==> config.mk <==
export PLATFORM = sky130hd
export DESIGN_NAME = keyed_resume_slot_table
export DESIGN_NICKNAME = d
export VERILOG_FILES = /design/src/design/krst_pkg.sv /design/src/design/keyed_resume_slot_table.sv
export SDC_FILE = /design/constraint.sdc
export NUM_CORES = 2
export LEC_CHECK = 0
export BUFFER_PORTS_ARGS = -buffer_cell sky130_fd_sc_hd__buf_2
export CORE_ASPECT_RATIO = 1.2
export CORE_MARGIN = 5
export CORE_UTILIZATION = 40
export DETAILED_ROUTE_END_ITERATION = 7
export GPL_ROUTABILITY_DRIVEN = 1
export GPL_TIMING_DRIVEN = 1
export SLEW_MARGIN = 20
export SYNTH_ARGS = -nofsm -noshare
export SYNTH_HDL_FRONTEND = slang
export SYNTH_SLANG_ARGS = --single-unit
==> constraint.sdc <==
create_clock -name clk -period 12.3 [get_ports clk]
set_clock_uncertainty 0.1 [all_clocks]
set_input_delay 3.075 -clock clk [delete_from_list [all_inputs] [get_ports clk]]
set_output_delay 3.075 -clock clk [all_outputs]
set_load 0.05 [all_outputs]
==> src/design/krst_pkg.sv <==
// ----------------------------------------------------------------------------
// krst_pkg: shared types for the keyed resume slot table
// Operation codes, controller states and the input/result word layouts.
// ----------------------------------------------------------------------------
package krst_pkg;

  localparam int TASK_KEY_W = 16;
  localparam int DATA_W     = 32;

  typedef enum logic [1:0] {
    OP_STAGE  = 2'd0,
    OP_DROP   = 2'd1,
    OP_TAKE   = 2'd2,
    OP_RESUME = 2'd3
  } op_t;

  typedef enum logic [1:0] {
    ST_IDLE,
    ST_SCAN,
    ST_RESULT
  } state_t;

  typedef struct packed {
    op_t                   kind;
    logic [TASK_KEY_W-1:0] task_key;
    logic [DATA_W-1:0]     resume_address;
    logic [DATA_W-1:0]     stack_value;
    logic [DATA_W-1:0]     return_value;
  } in_word_t;

  typedef struct packed {
    logic              found;
    logic              table_full;
    logic [DATA_W-1:0] out_return;
    logic [DATA_W-1:0] out_address;
    logic [DATA_W-1:0] out_stack;
  } out_word_t;

endpackage

==> src/design/keyed_resume_slot_table.sv <==
// ----------------------------------------------------------------------------
// keyed_resume_slot_table
// Slot table of parked-task resume records, searched one slot per cycle.
// ----------------------------------------------------------------------------
// Usage:
//   in_*  : valid/ready channel, one word per operation (stage, drop, take,
//           resume lookup) with key and the three values to store.
//   out_* : valid/ready channel, exactly one result word per input word.
//   in_ready is high only while the controller is idle; one operation is
//   in flight at a time.
// Scan:
//   A nonzero key scans the slots in index order through the key memory's
//   single registered read port, one slot compare per cycle. The scan
//   stops at the first hit (a drop walks every slot); a zero key skips
//   the scan and goes straight to the result.
// Reset:
//   rst_n (synchronous) clears the per-slot valid bits, so every slot is
//   free at once; the record memories are not cleared.
// Stall:
//   The result sits in an output register. A new word can be taken while
//   it waits; the next result is held until out_ready drains the register.
// ----------------------------------------------------------------------------
module keyed_resume_slot_table #(
  parameter int SLOT_COUNT = 16,
  parameter int KEY_BITS   = 16
) (
  input  logic               clk,
  input  logic               rst_n,
  input  logic               in_valid,
  output logic               in_ready,
  input  krst_pkg::in_word_t in_data,
  output logic               out_valid,
  input  logic               out_ready,
  output krst_pkg::out_word_t out_data
);
  import krst_pkg::*;

  localparam int IDX_W = (SLOT_COUNT > 1) ? $clog2(SLOT_COUNT) : 1;
  localparam logic [IDX_W-1:0] LAST_IDX = IDX_W'(SLOT_COUNT - 1);

  // record stores
  logic [KEY_BITS-1:0] key_mem [SLOT_COUNT];
  logic [DATA_W-1:0]   addr_mem [SLOT_COUNT];
  logic [DATA_W-1:0]   stk_mem [SLOT_COUNT];
  logic [DATA_W-1:0]   ret_mem [SLOT_COUNT];

  // control state
  state_t              st_r, st_nxt;
  logic [SLOT_COUNT-1:0] valid_r, valid_nxt;
  logic [IDX_W-1:0]    issue_idx_r, issue_idx_nxt;
  logic [IDX_W-1:0]    cmp_idx_r, cmp_idx_nxt;
  logic                cmp_vld_r, cmp_vld_nxt;
  logic                out_valid_r, out_valid_nxt;

  // latched operation
  op_t                 op_r;
  logic [KEY_BITS-1:0] key_r;
  logic [DATA_W-1:0]   addr_r, stk_r, ret_r;

  // result flags
  logic                res_found_r, res_found_nxt;
  logic                res_full_r, res_full_nxt;

  // registered memory reads
  logic [KEY_BITS-1:0] key_rd_r;
  logic [DATA_W-1:0]   addr_rd_r, stk_rd_r, ret_rd_r;

  out_word_t           out_data_r, out_data_nxt;

  // key of the incoming word: low KEY_BITS bits, zero-extended if wider
  logic [KEY_BITS+TASK_KEY_W-1:0] key_wide;
  logic [KEY_BITS-1:0]            key_in;
  assign key_wide = {{KEY_BITS{1'b0}}, in_data.task_key};
  assign key_in   = key_wide[KEY_BITS-1:0];

  logic in_fire;
  logic out_free;
  assign in_fire  = in_valid && in_ready;
  assign out_free = !out_valid_r || out_ready;

  // shared compare unit: one slot per cycle
  logic [KEY_BITS-1:0] eff_key;
  logic key_eq, slot_free, scan_hit, scan_last, scan_end;
  logic mem_we, data_re;

  always_comb begin
    eff_key   = valid_r[cmp_idx_r] ? key_rd_r : '0;
    key_eq    = (eff_key == key_r);
    slot_free = (eff_key == '0);
    case (op_r)
      OP_STAGE:  scan_hit = cmp_vld_r && (slot_free || key_eq);
      OP_TAKE:   scan_hit = cmp_vld_r && key_eq;
      OP_RESUME: scan_hit = cmp_vld_r && key_eq;
      default:   scan_hit = 1'b0;   // drop walks every slot
    endcase
    scan_last = cmp_vld_r && (cmp_idx_r == LAST_IDX);
    scan_end  = scan_hit || scan_last;
  end

  // next state
  always_comb begin
    st_nxt = st_r;
    case (st_r)
      ST_IDLE: begin
        if (in_fire) begin
          st_nxt = (key_in == '0) ? ST_RESULT : ST_SCAN;
        end
      end
      ST_SCAN: begin
        if (scan_end) begin
          st_nxt = ST_RESULT;
        end
      end
      ST_RESULT: begin
        if (out_free) begin
          st_nxt = ST_IDLE;
        end
      end
      default: st_nxt = ST_IDLE;
    endcase
  end

  // outputs and datapath next values
  always_comb begin
    in_ready      = (st_r == ST_IDLE);
    valid_nxt     = valid_r;
    issue_idx_nxt = issue_idx_r;
    cmp_idx_nxt   = cmp_idx_r;
    cmp_vld_nxt   = cmp_vld_r;
    res_found_nxt = res_found_r;
    res_full_nxt  = res_full_r;
    out_valid_nxt = out_valid_r && !out_ready;
    out_data_nxt  = out_data_r;
    mem_we        = 1'b0;
    data_re       = 1'b0;
    case (st_r)
      ST_IDLE: begin
        issue_idx_nxt = '0;
        cmp_vld_nxt   = 1'b0;
        res_found_nxt = 1'b0;
        res_full_nxt  = 1'b0;
      end
      ST_SCAN: begin
        cmp_idx_nxt   = issue_idx_r;
        cmp_vld_nxt   = 1'b1;
        issue_idx_nxt = (issue_idx_r == LAST_IDX) ? issue_idx_r : issue_idx_r + 1'b1;
        if (cmp_vld_r && op_r == OP_DROP && key_eq) begin
          valid_nxt[cmp_idx_r] = 1'b0;
        end
        if (scan_hit) begin
          case (op_r)
            OP_STAGE: begin
              mem_we               = 1'b1;
              valid_nxt[cmp_idx_r] = 1'b1;
            end
            OP_TAKE: begin
              data_re              = 1'b1;
              valid_nxt[cmp_idx_r] = 1'b0;
              res_found_nxt        = 1'b1;
            end
            OP_RESUME: begin
              data_re       = 1'b1;
              res_found_nxt = 1'b1;
            end
            default: ;
          endcase
        end else if (scan_last) begin
          res_full_nxt = (op_r == OP_STAGE);
        end
      end
      ST_RESULT: begin
        if (out_free) begin
          out_valid_nxt           = 1'b1;
          out_data_nxt.found      = res_found_r;
          out_data_nxt.table_full = res_full_r;
          out_data_nxt.out_return =
            (res_found_r && op_r == OP_TAKE) ? ret_rd_r : '0;
          out_data_nxt.out_address =
            (res_found_r && op_r == OP_RESUME) ? addr_rd_r : '0;
          out_data_nxt.out_stack =
            (res_found_r && op_r == OP_RESUME) ? stk_rd_r : '0;
        end
      end
      default: ;
    endcase
  end

  // control registers
  always_ff @(posedge clk) begin
    if (!rst_n) begin
      st_r        <= ST_IDLE;
      valid_r     <= '0;
      out_valid_r <= 1'b0;
      cmp_vld_r   <= 1'b0;
      issue_idx_r <= '0;
      cmp_idx_r   <= '0;
      res_found_r <= 1'b0;
      res_full_r  <= 1'b0;
    end else begin
      st_r        <= st_nxt;
      valid_r     <= valid_nxt;
      out_valid_r <= out_valid_nxt;
      cmp_vld_r   <= cmp_vld_nxt;
      issue_idx_r <= issue_idx_nxt;
      cmp_idx_r   <= cmp_idx_nxt;
      res_found_r <= res_found_nxt;
      res_full_r  <= res_full_nxt;
    end
  end

  // payload registers
  always_ff @(posedge clk) begin
    out_data_r <= out_data_nxt;
    if (in_fire) begin
      op_r   <= in_data.kind;
      key_r  <= key_in;
      addr_r <= in_data.resume_address;
      stk_r  <= in_data.stack_value;
      ret_r  <= in_data.return_value;
    end
  end

  // key memory: one read port walked by the scan, write on stage hit
  always_ff @(posedge clk) begin
    key_rd_r <= key_mem[issue_idx_r];
    if (mem_we) begin
      key_mem[cmp_idx_r] <= key_r;
    end
  end

  // record memories
  always_ff @(posedge clk) begin
    if (mem_we) begin
      addr_mem[cmp_idx_r] <= addr_r;
      stk_mem[cmp_idx_r]  <= stk_r;
      ret_mem[cmp_idx_r]  <= ret_r;
    end
    if (data_re) begin
      addr_rd_r <= addr_mem[cmp_idx_r];
      stk_rd_r  <= stk_mem[cmp_idx_r];
      ret_rd_r  <= ret_mem[cmp_idx_r];
    end
  end

  assign out_valid = out_valid_r;
  assign out_data  = out_data_r;

  // a stage hit leaves its slot occupied
  a_stage_sets_valid: assert property (@(posedge clk) disable iff (!rst_n)
    (st_r == ST_SCAN && scan_hit && op_r == OP_STAGE) |=> valid_r[$past(cmp_idx_r)])
    else $error("stage hit did not mark slot occupied");

  // a take hit frees its slot
  a_take_frees: assert property (@(posedge clk) disable iff (!rst_n)
    (st_r == ST_SCAN && scan_hit && op_r == OP_TAKE) |=> !valid_r[$past(cmp_idx_r)])
    else $error("take hit did not free slot");

  // full is reported only with every slot occupied
  a_full_means_full: assert property (@(posedge clk) disable iff (!rst_n)
    (st_r == ST_RESULT && res_full_r) |-> (&valid_r))
    else $error("table_full with a free slot");

  // found and full never come together
  a_found_xor_full: assert property (@(posedge clk) disable iff (!rst_n)
    out_valid_r |-> !(out_data_r.found && out_data_r.table_full))
    else $error("found and table_full both set");

  // a result is loaded only when the register is free
  a_no_overwrite: assert property (@(posedge clk) disable iff (!rst_n)
    (out_valid_r && !out_ready) |=> $stable(out_data_r))
    else $error("pending result overwritten");

endmodule

=== Word-level counts from Yosys, hierarchy flattened ===
Memories as Yosys holds them, arrays and structs flattened. A register that Yosys moved wholly into a read port is not among the register bits.
Index checks and enable logic that the tools add are counted.

* Register bits after elaboration: 242
* Memory bits (writable): 1792
* Logic and storage cells: 105
* Memories kept: 4

* $add $sub $neg: 1
* Order comparisons: 2
* Equality and inequality tests: 16
* Muxes and demuxes: 34
* Bitwise gates (word level): 4
* Reductions and logical operators: 26

{| class="wikitable"
|+ Memories
! memory !! depth !! width !! rd ports !! clocked after Yosys merged registers in !! wr ports !! line !! source
|-
| addr_mem || 16 || 32 || 1 || 1 || 1 || keyed_resume_slot_table.sv:43 || <nowiki>logic [DATA_W-1:0] addr_mem [SLOT_COUNT];</nowiki>
|-
| ret_mem || 16 || 32 || 1 || 1 || 1 || keyed_resume_slot_table.sv:45 || <nowiki>logic [DATA_W-1:0] ret_mem [SLOT_COUNT];</nowiki>
|-
| stk_mem || 16 || 32 || 1 || 1 || 1 || keyed_resume_slot_table.sv:44 || <nowiki>logic [DATA_W-1:0] stk_mem [SLOT_COUNT];</nowiki>
|-
| key_mem || 16 || 16 || 1 || 1 || 1 || keyed_resume_slot_table.sv:42 || <nowiki>logic [KEY_BITS-1:0] key_mem [SLOT_COUNT];</nowiki>
|}

{| class="wikitable"
|+ Operators with widths
! operator !! number
|-
| $mux W16 || 4
|-
| $and A16 B16 Y16 || 2
|-
| $logic_not A16 Y1 || 2
|-
| $pmux W16 S2 || 1
|-
| $eq A16 B16 Y1 || 1
|-
| $mux W1 || 16
|-
| $not A16 Y16 || 1
|-
| $or A16 B16 Y16 || 1
|-
| $ne A2 B2 Y1 const B || 7
|-
| $logic_and A1 B1 Y1 || 10
|-
| $reduce_and A3 Y1 || 3
|-
| $eq A4 B4 Y1 const B || 2
|-
| $mux W2 || 4
|-
| $pmux W1 S2 || 4
|-
| $pmux W4 S2 || 1
|-
| $eq A2 B2 Y1 const B || 3
|-
| $pmux W2 S3 || 1
|-
| $lt A4 B5 Y1 const B || 1
|-
| $add A4 B1 Y4 const B || 1
|-
| $bmux W1 S4 || 1
|-
| $demux W1 S4 || 1
|-
| $eq A2 B1 Y1 const B || 2
|-
| $ge A4 B1 Y1 const B || 1
|-
| $logic_not A2 Y1 || 2
|-
| other kinds (7) || 11
|}

=== Longest topological paths before layout ===
* Depth after elaboration: 11
* Depth in mapped cells: 14
* Mapped depth without buffers: 9

=== Least setup slack after synthesis ===
Ideal clock, no wire load.

* Kind: input -> register
* Start point: in in_valid
* End point: reg addr_r[0] (enable)
* Arrival time: 10.802 ns
* Data required time: 11.474 ns
* Path slack: 0.672 ns
* Stages on the path: 2
* Cell sequence: inv_1 -> nor3_1

* Cells in the longest elaborated chain, start to end: 1

{| class="wikitable"
|+ RTL lines
! element !! line !! source
|-
| start, declared || keyed_resume_slot_table.sv:29 || <nowiki>input logic in_valid,</nowiki>
|-
| $logic_and A1 B1 Y1 || keyed_resume_slot_table.sv:78 || <nowiki>assign in_fire = in_valid && in_ready;</nowiki>
|-
| net in_fire || keyed_resume_slot_table.sv:76 || <nowiki>logic in_fire;</nowiki>
|-
| end signal, assigned || keyed_resume_slot_table.sv:217 || <nowiki>addr_r <= in_data.resume_address;</nowiki>
|-
| end, declared || keyed_resume_slot_table.sv:58 || <nowiki>logic [DATA_W-1:0] addr_r, stk_r, ret_r;</nowiki>
|}

The timed path passes the listed nets, and every way through them passes these cells.
A chain may end at the register's enable or synchronous reset.

=== Final worst setup path ===
* Start point: reg cmp_idx_r[1]
* End point: mem stk_mem[14][0] (enable)

* Cells in the longest elaborated chain, start to end: 11
* Elaborated cells on any way between the ends: 13

{| class="wikitable"
|+ RTL lines
! element !! line !! source
|-
| start, declared || keyed_resume_slot_table.sv:51 || <nowiki>logic [IDX_W-1:0] cmp_idx_r, cmp_idx_nxt;</nowiki>
|-
| start signal, assigned || keyed_resume_slot_table.sv:205 || <nowiki>cmp_idx_r <= cmp_idx_nxt;</nowiki>
|-
| $bmux W1 S4 || keyed_resume_slot_table.sv:87 || <nowiki>eff_key = valid_r[cmp_idx_r] ? key_rd_r : '0;</nowiki>
|-
| $mux W1 (implied by the code) || keyed_resume_slot_table.sv:87 ||
|-
| $mux W16 || keyed_resume_slot_table.sv:87 ||
|-
| $eq A16 B16 Y1 / $logic_not A16 Y1 (equally long branches) || keyed_resume_slot_table.sv:88, keyed_resume_slot_table.sv:89 ||
|-
| $logic_or A1 B1 Y1 || keyed_resume_slot_table.sv:91 || <nowiki>OP_STAGE: scan_hit = cmp_vld_r && (slot_free || key_eq);</nowiki>
|-
| $logic_and A1 B1 Y1 || keyed_resume_slot_table.sv:91 ||
|-
| $pmux W1 S2 || keyed_resume_slot_table.sv:90 || <nowiki>case (op_r)</nowiki>
|-
| $mux W1 || keyed_resume_slot_table.sv:150 || <nowiki>if (scan_hit) begin</nowiki>
|-
| $mux W1 || keyed_resume_slot_table.sv:136 || <nowiki>case (st_r)</nowiki>
|-
| $mux W1 || keyed_resume_slot_table.sv:233 || <nowiki>if (mem_we) begin</nowiki>
|-
| $mux W1 (implied by the code) || keyed_resume_slot_table.sv:235 || <nowiki>stk_mem[cmp_idx_r] <= stk_r;</nowiki>
|-
| end, declared || keyed_resume_slot_table.sv:44 ||
|}

Several ways; a longest one is shown, not always the timed one. The select of a mux whose other input is x is not followed.

==> flow_metrics.py <==
metrics = {
    "run_status": {
        "outcome": "finished clean",
    },
    "timing": {
        "fin_crit_sh_pct": 58.9,
        "rsz0062_at_grt": "no",
        "worst_pin_slew_ns": 1.23,
        "setup_viol": 0,
        "min_period_ns": 7.25,
        "fmax_mhz": 138,
        "slew_headroom_pct": 17.7,
        "slew_violations": 0,
        "setup-tns-final_ns": 0,
        "fin_ws_ns": 5.05,
        "hold_viol": 0,
        "hold_slack_ns": 0.385,
    },
    "critical_path": {
        "required_ns": 12.64,
        "end_kind": "flip-flop",
        "max_stage_delay_ns": 0.89,
        "worstPathArrival_ns": 7.59,
        "cp_cell_sequence": "buf_4 > mux4_2 > a22o_1 > o21ai_1 > o311ai_0 > a222oi_1 > a32oi_1 > nand2b_4 > or4_4 > nor2_4 > buf_4 > buf_6",
        "worstSetupEndpoint": "stk_mem[14][0]",
        "crit_fanout": 59,
        "r2r-start": "cmp_idx_r[1]",
        "critPathMostFrequentCell": "buf_4",
        "startpoint": "cmp_idx_r[1]",
        "critPathKind": "reg2reg",
        "start_kind": "flip-flop",
        "reg2reg_slack_ns": 5.05,
        "critPathSlowestCell": "dfxtp_4",
        "r2r_end": "stk_mem[14][0]",
        "r2r_cells": 12,
    },
    "detailed_routing": {
        "drt-initial-drc-count": 3172,
        "dr.pass1.iters": 5,
        "via_count": 34900,
        "final_antenna_net_count": 0,
        "vias_per_cell": 5.46,
        "routed_wl_mm": 178,
        "post-route-drc-count": 0,
        "wire_per_inst_um": 27.9,
    },
    "clock_network": {
        "worstSkewPairLatency_ns": 0.84,
        "cts_buffers": 201,
        "clk_path_buf_depth": 3,
        "ctsResizeCount": 0,
        "cts_setup_buffers": 0,
        "path_clk_slew_ns": 0.07,
        "ctsHoldBuffers": 0,
        "cts.htree.levels": 4,
        "clock-sinks": 2146,
        "cts_root_buf": "clkbuf_16",
        "cts_tree": "done",
    },
    "yosys": {
        "synth_nets": 3393,
        "syn_inst": 3274,
        "async_flop_share_pct": 0,
        "ys_warn_count": 0,
        "syn_area_um2": 79500,
        "synth_edf_count": 2100,
        "avgSynthCellArea_um2": 24.3,
        "synth_seq_cells": 2146,
        "ys.flop_type": "edfxtp_1",
        "ys_types": 46,
        "ys_seq_area_share_pct": 80.4,
    },
    "power_and_ir_drop": {
        "pwr_density_cell_nw_per_um2": 161,
        "p_leak_nw": 27.5,
        "vdd_drop_max_uv": 111,
        "finalPower_mw": 14.6,
    },
    "die": {
        "die_y_um": 499,
        "io_pins": 218,
        "fp.dieArea_um2": 208000,
        "initial_core_util_pct": 40.2,
        "rows": 179,
        "coreArea_um2": 198000,
        "die_x_um": 417,
    },
    "placement": {
        "place_inst": 6010,
        "dpl.hpwl_mm": 91.4,
        "dpl-instance-area_um2": 84000,
        "gp_congestion": 0.797,
        "dp_worst_setup_slack_ns": 4.73,
        "placement.io_buffers": 217,
    },
    "hold_path": {
        "hold_path_class": "reg2reg",
    },
    "global_route": {
        "grt_start_max_net_pins": 133,
        "antenna_found_initial": 13,
        "grt_pass1_vias": 36500,
        "grt_first_pass_wirelength_mm": 261,
        "grt_usage_pct": 17.1,
        "grt-ovfl-total": 0,
    },
    "job": {
        "cap_violations": 0,
    },
    "final_layout": {
        "fin_util_pct": 45.7,
        "fin_nets": 3709,
        "synthToLayoutAreaGrowth_pct": 13.8,
        "finalInstanceArea_um2": 90500,
        "fin_cells": 6387,
        "layout-drive-gt1-share_pct": 30.5,
    },
}
[Yosys cell counts (all sizes together), types with 2 or more instances]
master / count / area share (%)
and2: 99 / 0.78
and4: 2 / 0.022
nand2: 65 / 0.31
nor3: 14 / 0.10
nand4: 3 / 0.024
nand3: 15 / 0.094
nor2: 40 / 0.19
a22oi: 2 / 0.019
a211oi: 2 / 0.019
a31oi: 2 / 0.016
nor2b: 13 / 0.10
nand2b: 8 / 0.072
o22ai: 17 / 0.13
dfxtp: 46 / 1.2
and3: 3 / 0.024
buf: 56 / 0.29
o32ai: 2 / 0.022
o311ai: 6 / 0.066
or3: 2 / 0.016
mux4: 562 / 16
a222oi: 2 / 0.025
mux2i: 4 / 0.050
o31ai: 10 / 0.094
edfxtp: 2100 / 79
xnor2: 8 / 0.088
o21ai: 32 / 0.20
a32oi: 2 / 0.022
or4: 2 / 0.024
inv: 6 / 0.028
a21oi: 29 / 0.18
clkbuf: 105 / 0.50
nor4: 7 / 0.055
[final cells by class]
cell class,instances,area (µm²)
multi-input combinational,961,15100
antenna,2,5.00
sequential,2146,64000
clock inverter,117,1190
tap,2624,3280
inverter,6,22.5
clock buffer,257,5260
timing repair buffer,274,1700
fill,16400,107000
[cells in the final DEF (no fill, tap or decap), types with 7 or more instances in the layout]
| master | n |
|---|---|
| xnor2_1 | 8 |
| nand2b_1 | 7 |
| buf_4 | 41 |
| and2_1 | 99 |
| bufinv_16 | 20 |
| inv_6 | 11 |
| clkinv_1 | 42 |
| nand3_1 | 15 |
| nor3_1 | 8 |
| o31ai_1 | 10 |
| mux4_2 | 562 |
| edfxtp_1 | 2100 |
| nor4_1 | 7 |
| nand2_1 | 65 |
| buf_2 | 217 |
| clkbuf_1 | 55 |
| nor2_1 | 35 |
| dfxtp_1 | 40 |
| o22ai_1 | 17 |
| nor2b_4 | 9 |
| clkbuf_16 | 202 |
| o21ai_0 | 30 |
| clkinv_2 | 30 |
| a21oi_1 | 29 |
| buf_12 | 13 |
[state kept, by name (all words and copies together), names as in the netlist, 16 cells and up]
register / cells
stk_r: 32
ret_rd_r: 32
stk_mem: 512
addr_mem: 512
out_data: 98
stk_rd_r: 32
addr_r: 32
addr_rd_r: 32
ret_r: 32
valid_r: 16
key_r: 16
key_rd_r: 16
ret_mem: 512
key_mem: 256
[report_power, final]
part | internal, mW | switching [mW] | leakage, nW
clock | 3.46 | 2.66 | 3.14
sequential | 8.08 | 0.130 | 19.5
combinational | 0.100 | 0.128 | 4.86
[critical path: cells and delay by family (launching register included)]
kind | cells | cell delay [ns]
mux | 1 | 0.62
buf+inv | 3 | 2.42
flops | 1 | 0.89
compound gates | 5 | 1.53
simple gates | 3 | 1.14
[routing by layer]
layer | wire (µm) | GRT usage [%]
met1 | 77400 | 24.3
met3 | 8370 | 2.75
met4 | 3760 | 4.16
met5 | 36 | 0
met2 | 88800 | 28.1
[how the worst min path moves through the flow]
stage	from	end	slack, ns	cells after the start
2_1_floorplan	res_full_r	out_data[96]	0.32	0
3_3_place_gp	valid_r[15]	valid_r[15]	0.36	2
3_5_place_dp	valid_r[15]	valid_r[15]	0.36	2
4_1_cts	valid_r[15]	valid_r[15]	0.38	2
5_1_grt	valid_r[9]	valid_r[9]	0.40	2
6_report	valid_r[15]	valid_r[15]	0.39	2
[kinds of logic (layout without fill, tap and decap cells)]
kind of cell | after synthesis | after routing | share of synthesized area (%)
DFF | 2146 | 2146 | 80.4
muxes | 566 | 566 | 16.0
and+or+nand+nor | 275 | 275 | 1.83
buffers and inverters | 167 | 654 | 0.813
AOI/OAI and AO/OA | 111 | 111 | 0.859
xor gates and xnor gates | 8 | 8 | 0.0881
adders and majority gates | 1 | 1 | 0.0157
other | 0 | 2 | 0
No activity file was read; power rests on OpenSTA's default activity.
